<file path="src/sv/cau_pkg.sv">
`default_nettype none
package cau_pkg;

	localparam int unsigned DATA_WIDTH_DEF = 32;
	localparam int unsigned FRAC_BITS_DEF  = 16;

	typedef enum logic [1:0] {
		OP_ADD = 2'd0,
		OP_SUB = 2'd1,
		OP_MUL = 2'd2,
		OP_DIV = 2'd3
	} op_t;

	typedef struct packed {
		logic div;
		logic dz;
		logic ovf;
	} flags_t;

endpackage
`default_nettype wire

</file>
<file path="src/sv/cau_div_step.sv">
`default_nettype none
module cau_div_step import cau_pkg::*; #(
	parameter int unsigned W  = DATA_WIDTH_DEF,
	parameter int unsigned F  = FRAC_BITS_DEF,
	parameter int unsigned K  = 0,
	parameter int unsigned SW = 8
) (
	input  wire logic              clk,
	input  wire logic              arst_n,
	input  wire logic              in_valid,
	output logic                   in_ready,
	input  wire logic [SW-1:0]     in_side,
	input  wire logic [2*W-1:0]    in_den,
	input  wire logic [2*W+F-1:0]  in_rem_re,
	input  wire logic [2*W+F-1:0]  in_rem_im,
	input  wire logic [W:0]        in_q_re,
	input  wire logic [W:0]        in_q_im,
	output logic                   out_valid,
	input  wire logic              out_ready,
	output logic [SW-1:0]          out_side,
	output logic [2*W-1:0]         out_den,
	output logic [2*W+F-1:0]       out_rem_re,
	output logic [2*W+F-1:0]       out_rem_im,
	output logic [W:0]             out_q_re,
	output logic [W:0]             out_q_im
);

	localparam int unsigned RW = 2 * W + F;
	localparam int unsigned CW = RW + W + 1;

	logic          v_q;
	logic [CW-1:0] dsh, diff_re, diff_im;
	logic          ge_re, ge_im;

	assign in_ready  = !v_q || out_ready;
	assign out_valid = v_q;

	always_comb begin
		dsh     = CW'(in_den) << K;
		ge_re   = CW'(in_rem_re) >= dsh;
		ge_im   = CW'(in_rem_im) >= dsh;
		diff_re = CW'(in_rem_re) - dsh;
		diff_im = CW'(in_rem_im) - dsh;
	end

	always_ff @(posedge clk or negedge arst_n) begin
		if (!arst_n) begin
			v_q <= 1'b0;
		end else if (in_ready) begin
			v_q <= in_valid;
		end
	end

	always_ff @(posedge clk) begin
		if (in_ready && in_valid) begin
			out_side   <= in_side;
			out_den    <= in_den;
			out_rem_re <= ge_re ? diff_re[RW-1:0] : in_rem_re;
			out_rem_im <= ge_im ? diff_im[RW-1:0] : in_rem_im;
			out_q_re   <= {in_q_re[W-1:0], ge_re};
			out_q_im   <= {in_q_im[W-1:0], ge_im};
		end
	end

endmodule
`default_nettype wire

</file>
<file path="config.mk">
export PLATFORM = sky130hd
export DESIGN_NAME = cau_div_step
export DESIGN_NICKNAME = d
export VERILOG_FILES = /design/src/sv/cau_pkg.sv /design/src/sv/cau_div_step.sv
export SDC_FILE = /design/constraint.sdc
export NUM_CORES = 1
export LEC_CHECK = 0
export ABC_AREA = 0
export BUFFER_PORTS_ARGS = -buffer_cell sky130_fd_sc_hd__buf_4
export CAP_MARGIN = 40
export CORE_MARGIN = 8
export CORE_UTILIZATION = 40
export DETAILED_ROUTE_END_ITERATION = 10
export PLACE_DENSITY_LB_ADDON = 0.3
export SLEW_MARGIN = 0
export SYNTH_ARGS = -nofsm -noshare
export SYNTH_HDL_FRONTEND = slang
export SYNTH_SLANG_ARGS = --single-unit
</file>
<file path="constraint.sdc">
create_clock -name clk -period 10.25 [get_ports clk]
set_clock_uncertainty 0.1 [all_clocks]
set_input_delay 1.025 -clock clk [delete_from_list [all_inputs] [get_ports clk]]
set_output_delay 1.025 -clock clk [all_outputs]
set_load 0.005 [all_outputs]
</file>
# Word-level counts from Yosys, hierarchy flattened
# Index checks and enable logic that the tools add are counted.
[classes]
magnitude_cmp = 2
n_reduce_logical = 3
n_mux = 2
n_addsub = 2
[ops]
columns = ["op", "n"]
rows = [
  [">= comparator 80 x 64 -> 1 bit", 2],
  ["2-to-1 mux 80 bit", 2],
  ["subtractor 80 x 64 -> 80 bit", 2],
  ["logical AND 1 bit", 1],
  ["logical NOT 1 bit", 1],
  ["logical OR 1 bit", 1],
]
[word_totals]
wordCells = 16
input_bits = 302
out_inout_bits = 300
register_bits = 299

# Longest topological paths before layout
# Gate-level depths: netlist of run 1.
[logic_depth]
ltp_word = 3
mapped_depth = 14
depth_no_buf = 14

# Worst setup path before layout of run 1
# OpenSTA, ideal clock, no wires.
[synth_path]
path_kind = "input -> register"
from = "input port out_ready"
to = "register out_den[0] (enable)"
arrival_time_ns = 7.956
path_buffers = 0
stages = 2
path_slack_ns = 1.495
required_time_ns = 9.451
path_cell_list = "nand2b_1 > and2_1"
[synth_via]
elab_chain_cells = 2
[synth_rtl]
columns = ["element", "line", "rtl"]
rows = [
  ["from (decl)", "cau_div_step.sv:19", "input wire logic out_ready,"],
  ["logical OR 1 bit", "cau_div_step.sv:35", "assign in_ready = !v_q || out_ready;"],
  ["logical AND 1 bit", "cau_div_step.sv:55", "if (in_ready && in_valid) begin"],
  ["to (signal assigned)", "cau_div_step.sv:57", "out_den <= in_den;"],
  ["to (decl)", "cau_div_step.sv:21", "output logic [2*W-1:0] out_den,"],
]
# Every way passes these cells.
# A chain may end at the register's enable or synchronous reset.

# Worst setup path after layout of run 1
[layout_path]
from = "input port in_den[5]"
to = "register out_rem_im[12], data pin"
[layout_via]
elab_chain_cells = 2
word_cells_on_any_way = 3
classes_between = "add/sub (1); order compare (1); mux (1)"
[layout_rtl]
columns = ["element", "line", "rtl"]
rows = [
  ["from (decl)", "cau_div_step.sv:13", "input wire logic [2*W-1:0] in_den,"],
  ["subtractor 80 x 64 -> 80 bit or >= comparator 80 x 64 -> 1 bit (tied branches)", "cau_div_step.sv:43, cau_div_step.sv:41", ""],
  ["2-to-1 mux 80 bit *", "cau_div_step.sv:59", "out_rem_im <= ge_im ? diff_im[RW-1:0] : in_rem_im;"],
  ["to (signal assigned)", "cau_div_step.sv:59", ""],
  ["to (decl)", "cau_div_step.sv:23", "output logic [2*W+F-1:0] out_rem_im,"],
]
# Every way passes the cells marked *; elsewhere a longest branch is shown, timed or not.

==> results.ini, run 1 <==
[timing]
finalHoldViolCount = 0
rsz0062_at_grt = no
fmax_mhz = 182.0
fin_crit_sh_pct = 53.62
slew_headroom_pct = 36.60
layout_min_cycle_time_ns = 5.496
drv_slew = 0
tightest_slew_ns = 0.9430
setup-tns-final_ns = 0
setup_viol = 0

[critical_path]
worst_path_largest_cell_delay_ns = 0.77
path_class = primary input to flip-flop
crit_path_end_kind = flip-flop
arrival_ns = 5.69
crit_buf_inv = 3
cp_data_required_time_ns = 10.44
path_cells = buf_4, inv_1, ha_1, nand4_1, a211oi_1, o21ai_0, a21oi_1, o31a_1, a211o_4, buf_4, mux2_2
cp_max_fo = 72
path_common_cell = buf_4
cp_top_family = compound AO/OA/AOI/OAI gates
critPathLaunchType = primary input
cp_slowest_cell = a211oi_1

[layout]
final_common_cell = buf_4
syn2layout_area_growth_pct = 31.34
final_area_um2 = 25680
fin_nets = 3021
drive_gt1_share_pct = 26.75
fin_cells = 3245
final_cell_mix = 608 x buf_4, 298 x edfxtp_1, 294 x a21oi_1
fillCellCount = 4509

[floorplanning]
coreArea_um2 = 48650
die_h_um = 237.1
initial_utilization_pct = 40.20
rows = 81
die_w_um = 237.1
dieArea_um2 = 56220
io-pin-count = 602

[pwr]
ir_worst_vdd_uv = 111.0
p_leak_nw = 10.82
power.density_nw_per_um2 = 147.2

[global_route]
grt_max_degree = 86
grt_pass1_wl_um = 110300
grt_overflow_total = 0
grt_pass1_vias = 18092
antenna_found_initial = 8
track_usage_pct = 25.26

[routing]
routed_wl_um = 75130
drc = 0
first_pass_iters = 5
ant_nets = 0
viasPerCell = 5.629
drt_iter0_drc = 1314
wire_per_inst_um = 23.15
vias = 18265

[placed_design]
numPortBuffers = 599
finalWeightedCongestion = 0.9508
placedInstanceArea_um2 = 24540
hpwl_um = 61580
placed_cells = 3173

[yosys]
synth_fp_nets = 2472
synth_top_flop_cell = edfxtp_1
async_reset_ff_share_pct = 0.3344
synth_area_um2 = 19560
yosysWarnings = 0
yosysUniqueCellTypes = 72
syn_inst = 2040
postSynthAreaPerCell_um2 = 9.586
synth_edf_count = 298
ys_seq_area_share_pct = 45.89
ys_seq_elements = 299

[clock_tree]
cts_resized = 0
hold_buffers = 0
cts_tree = built
clock_sinks = 299
clockRootBuffer = clkbuf_16
clk_latency_ns = 0.55
numCtsBuffers = 36
cts_setup_buffers = 0
clk_path_buf_depth = 3
clk_pin_slew_ns = 0.06
cts_max_level = 2

[hold_path]
hold_path.class = primary input to asynchronous set/reset pin

[status]
run_status = completed

[run]
maxCapViolations = 0

-- registers in the layout, indices dropped and copies added, names as in the netlist --
register	flops
out_den	64
out_side	8
out_rem_re	80
out_q_re	33
out_rem_im	80
out_valid	1
out_q_im	33
-- per-layer routing --
metal | global-route usage, % | vias up | routed length (µm)
met1 | 30.74 | 8700 | 30200
met3 | 6.661 | 139 | 6137
met4 | 9.680 | 0 | 2820
li1 | - | 8617 | -
met2 | 42.53 | 809 | 35970
met5 | 0 | - | 0
-- power by group --
part           internal, mW  leakage [nW]  switching, mW
sequential             1.49          2.84         0.0290
clock                 0.713         0.545          0.535
combinational         0.446          7.43          0.566
-- cell usage after synthesis, types with 7 or more instances --
| library cell | n | area (µm²) |
|---|---|---|
| nand2b_1 | 23 | 143.9 |
| and4_1 | 10 | 87.58 |
| ha_1 | 128 | 1602 |
| nor3_1 | 37 | 185.2 |
| edfxtp_1 | 298 | 8949 |
| o31ai_1 | 15 | 112.6 |
| and2_1 | 7 | 43.79 |
| nand2_1 | 161 | 604.3 |
| or3_1 | 13 | 81.33 |
| a21oi_1 | 294 | 1471 |
| a21o_1 | 47 | 352.8 |
| or2_2 | 7 | 43.79 |
| buf_2 | 21 | 105.1 |
| xor2_1 | 67 | 586.8 |
| nor4_1 | 16 | 100.1 |
| mux2_2 | 10 | 112.6 |
| nand3_1 | 27 | 135.1 |
| inv_1 | 102 | 382.9 |
| xnor2_1 | 85 | 744.5 |
| nand4_1 | 59 | 369.1 |
| nor2b_1 | 13 | 81.33 |
| o21ai_0 | 118 | 590.6 |
| nor2_1 | 215 | 807.0 |
| a31oi_1 | 14 | 87.58 |
| nor3b_1 | 7 | 52.55 |
| o211ai_1 | 9 | 67.56 |
| a211oi_1 | 14 | 105.1 |
| o21a_1 | 16 | 120.1 |
| clkbuf_1 | 77 | 289.0 |
| o21bai_1 | 40 | 300.3 |
| a21boi_0 | 12 | 90.09 |
-- metrics by stage --
step	total power, mW	setup WS, ns	hold slack [ns]	util (%)
6_report	3.780	4.754	0.1391	52.80
3_5_place_dp	2.546	4.388	0.5491	50.45
4_1_cts	3.811	4.956	0.1067	52.75
5_1_grt	3.951	4.682	0.1060	52.77
2_1_floorplan	2.109	1.495	0.4371	-
3_3_place_gp	2.536	4.405	0.5351	50.38
-- cell families after synthesis --
kind of cell | share of synthesized area (%)
buf+inv | 4.050
mux | 0.6782
flops | 45.89
simple gates | 15.02
compound gates | 19.17
xor+xnor | 6.807
fa+ha+maj | 8.394
-- final cells by class --
type / instances / area (µm²) / area share [%]
flip-flops and latches: 299 / 8974 / 34.94
inverters: 103 / 387.9 / 1.510
repair buffers: 611 / 4601 / 17.91
diodes: 10 / 25.02 / 0.09743
clock buffers: 41 / 940.9 / 3.663
multi-input cells: 1538 / 9802 / 38.16
well taps: 622 / 778.2 / 3.030
clock inverters: 21 / 176.4 / 0.6869
-- worst paths after layout --
path,to,slack (ns),depth (start not counted),startpoint
min in group clk,out_q_im[27]$_DFFE_PP_,0.55,1,in_q_im[26]
max,out_rem_im[12]$_DFFE_PP_,4.75,11,in_den[5]
min,out_valid$_DFFE_PN0N_,0.14,1,arst_n
max reg2reg,out_rem_im[34]$_DFFE_PP_,7.00,5,out_valid$_DFFE_PN0N_
max in group asynchronous,out_valid$_DFFE_PN0N_,9.83,1,arst_n
min reg2reg,out_valid$_DFFE_PN0N_,0.55,2,out_valid$_DFFE_PN0N_
-- worst register-to-register path: cells and delay by family, from the launching register on --
family	cells	cell delay, ns
buffers and inverters	3	1.59
and+or+nand+nor	2	0.78
DFF	1	0.40
Power figures use the tool's default switching activity.
==> inputs of run 2 (changes only) <==
- ABC_AREA: 0 -> 1
- clock period: 10.25 -> 4.95 ns (I/O delays scaled with it)
==> run 2 against run 1 <==
Net effect:
- non-clock buffer count up 132
- final cell count up 75%
- cell area up 31%
- setup slack worse by 3.7 ns
- global-route usage up 7.6 points
- count of clock-buffer cells in the layout up 3
- first-iteration DRC count up 71%
- register-to-register slack worse by 4.1 ns
- utilization up 0.41 points
- power up 130%
- critical path type unchanged
==> results.ini, run 2 <==
[routing]
drc = 0  ; unchanged
drt_iter0_drc = 2245  ; +71%
vias = 28072  ; +54%
viasPerCell = 4.937  ; -12%
first_pass_iters = 6  ; +1
routed_wl_um = 124200  ; +65%
ant_nets = 0  ; unchanged
wire_per_inst_um = 21.84  ; -5.7%

[clock_tree]
clk_latency_ns = 0.58  ; +0.03 ns
clk_pin_slew_ns = 0.06  ; about the same
numCtsBuffers = 37  ; +2.8%
clock_sinks = 299  ; unchanged
clk_path_buf_depth = 3  ; unchanged
cts_tree = built
clockRootBuffer = clkbuf_16
cts_max_level = 2  ; unchanged

[yosys]
yosysWarnings = 0  ; unchanged
async_reset_ff_share_pct = 0.3344  ; unchanged
postSynthAreaPerCell_um2 = 6.321  ; -34%
yosysTopAreaCell = edfxtp_1
ys_seq_elements = 299  ; unchanged
yosysUniqueCellTypes = 32  ; -56%
synth_top_cell_area_share_pct = 34.98  ; -11 points
synth_edf_count = 298  ; unchanged
ys_seq_area_share_pct = 35.08  ; -11 points
synth_area_leaders = edfxtp_1 35%, nand2_1 27%, inv_1 13%
synth_area_um2 = 25580  ; +31%
synth_top_flop_cell = edfxtp_1
yosysMostFrequentCell = nand2_1
synth_fp_nets = 4479  ; +81%
ys_top_cells_by_count = 1847 x nand2_1, 858 x inv_1, 343 x nor2_1, 298 x edfxtp_1, 145 x nand3_1
syn_inst = 4047  ; +98%

[timing]
finalHoldViolCount = 0  ; unchanged
layout_min_cycle_time_ns = 3.880
setup_viol = 0  ; unchanged
slew_headroom_pct = 44.16  ; +7.6 points
fmax_mhz = 257.8
fin_crit_sh_pct = 78.38
drv_slew = 0  ; unchanged
rsz0062_at_grt = no
timing.hold.ws_ns = 0.007119  ; -0.1320 ns
tightest_slew_ns = 0.8288  ; -0.1142 ns

[global_route]
grt_pass1_vias = 27501  ; +52%
met3_usage_pct = 6.200  ; -0.46 points
grt_pass1_wl_um = 174300  ; +58%
grt_max_degree = 119  ; +38%
track_usage_pct = 32.88  ; +7.6 points
use_met1_pct = 38.20  ; +7.5 points
top_usage_layer = met2
grt_overflow_total = 0  ; unchanged
antenna_found_initial = 14  ; +6
grtUsageMet2_pct = 57.62  ; +15 points

[critical_path]
ff2ff_setup_slack_ns = 2.95  ; -4.05 ns
r2r-end = out_den[7]$_DFFE_PP_
path_class = primary input to flip-flop
ff2ff_path_depth = 3  ; -2
cp_data_required_time_ns = 5.29  ; -5.15 ns
r2r_start = out_valid$_DFFE_PN0N_
arrival_ns = 4.22  ; -1.47 ns
critPathLaunchType = primary input
crit_path_end_kind = flip-flop
cp_max_fo = 67  ; -6.9%

[pwr]
power.density_nw_per_um2 = 255.0  ; +73%
ir_worst_vdd_uv = 254.8  ; +130%
total_power_mw = 8.576  ; +130%
p_leak_nw = 18.11  ; +67%

[floorplanning]
coreArea_um2 = 63200  ; +30%
dieArea_um2 = 72300  ; +29%
initial_utilization_pct = 40.48  ; +0.28 points
rows = 92  ; +14%
io-pin-count = 602  ; unchanged
die_h_um = 268.9  ; +13%
die_w_um = 268.9  ; +13%

[layout]
finish.utilization_pct = 53.21  ; +0.41 points
fin_cells = 5686  ; +75%
final_common_cell = nand2_1
syn2layout_area_growth_pct = 31.46  ; about the same
drive_gt1_share_pct = 15.33  ; -11 points
final_cell_mix = 1847 x nand2_1, 858 x inv_1, 608 x buf_4
biggestRegsByFlops = out_rem_im: 80 flops, out_rem_re: 80 flops, out_den: 64 flops
fin_nets = 5231  ; +73%
fillCellCount = 6435  ; +43%

[hold_path]
hold_path.class = primary input to flip-flop
min_to = out_den[41]$_DFFE_PP_
hold_path_depth = 1
min_from = in_den[41]

[run]
maxCapViolations = 0  ; unchanged

[placed_design]
hpwl_um = 104900  ; +70%
finalWeightedCongestion = 1.048  ; +10%
placed_cells = 5477  ; +73%
numPortBuffers = 599  ; unchanged

[status]
run_status = completed

## run 2: cell count changes after synthesis, sizes merged, moves of 77 or more
cell / delta
o21ai: -103
clkbuf: -77
xnor2: -82
a21oi: -171
nand2: +1696
inv: +771
nand3: +122
nor2: +148
## run 2: what timing repair did
item                       4_1_cts  5_1_grt
setup endpoints to repair        0        0
hold buffers                   129        0
resized for setup                0        0
setup buffers                    0        0
hold endpoints to repair       129        0
## run 2: area by class of cell
type | count | area [µm²] | area share, %
antenna | 14 | 35.03 | 0.1042
clock buffer | 44 | 952.2 | 2.831
clock inverter | 22 | 244.0 | 0.7255
inverter | 876 | 3288 | 9.778
multi-input combinational | 2842 | 13100 | 38.96
sequential | 299 | 8974 | 26.68
tap | 846 | 1059 | 3.148
timing repair buffer | 743 | 5976 | 17.77
## run 2: logic make-up after synthesis
kind of cell	Yosys count	synth area share, %
simple gates	2497	39.15
buf+inv	906	13.75
flops	299	35.08
compound gates	142	3.101
fa+ha+maj	130	6.417
xor+xnor	73	2.499
## run 2: report_power, final
part           internal [mW]  switching [mW]
Sequential              3.07          0.0750
Clock                   1.51            1.20
Combinational           1.01            1.72
## run 2: how the worst max path moves through the flow
stage | startpoint | endpoint | slack (ns) | cells past startpoint
6_report | in_den[23] | out_rem_im[34]$_DFFE_PP_ | 1.07 | 15
4_1_cts | in_den[28] | out_rem_im[34]$_DFFE_PP_ | 1.15 | 15
3_3_place_gp | in_den[0] | out_rem_im[34]$_DFFE_PP_ | 1.06 | 17
2_1_floorplan | out_valid$_DFFE_PN0N_ | out_den[0]$_DFFE_PP_ | -1.03 | 1
5_1_grt | in_den[31] | out_rem_im[34]$_DFFE_PP_ | 0.89 | 15
3_5_place_dp | in_den[0] | out_rem_im[34]$_DFFE_PP_ | 0.97 | 17
## run 2: metal layers
layer	part of all wire [%]	wire length (µm)
met5	0.010	13
met4	5.7	7123
met3	8.0	9920
met2	48	59560
met1	38	47570
## run 2: metrics by stage
step	setup WS, ns	area (µm²)	setup TNS (ns)
final	1.070	33630	0
after CTS	1.152	33590	0
after floorplan	-1.028	25590	-306.49
after global placement	1.055	31110	0
after detailed placement	0.9702	31110	0
after global routing	0.8932	33610	0
## run 2: critical path, stage by stage
cell           delay (ns)
dlygate4sd3_1        0.61
buf_4                0.15
inv_1                0.12
ha_1                 0.39
nand2_1              0.11
nor2_1               0.28
nand2_1              0.15
nor2_1               0.24
nand4_1              0.19
o21ai_1              0.19
inv_2                0.05
nand3_2              0.08
buf_4                0.63
nand3_1              0.36
nand2_1              0.13
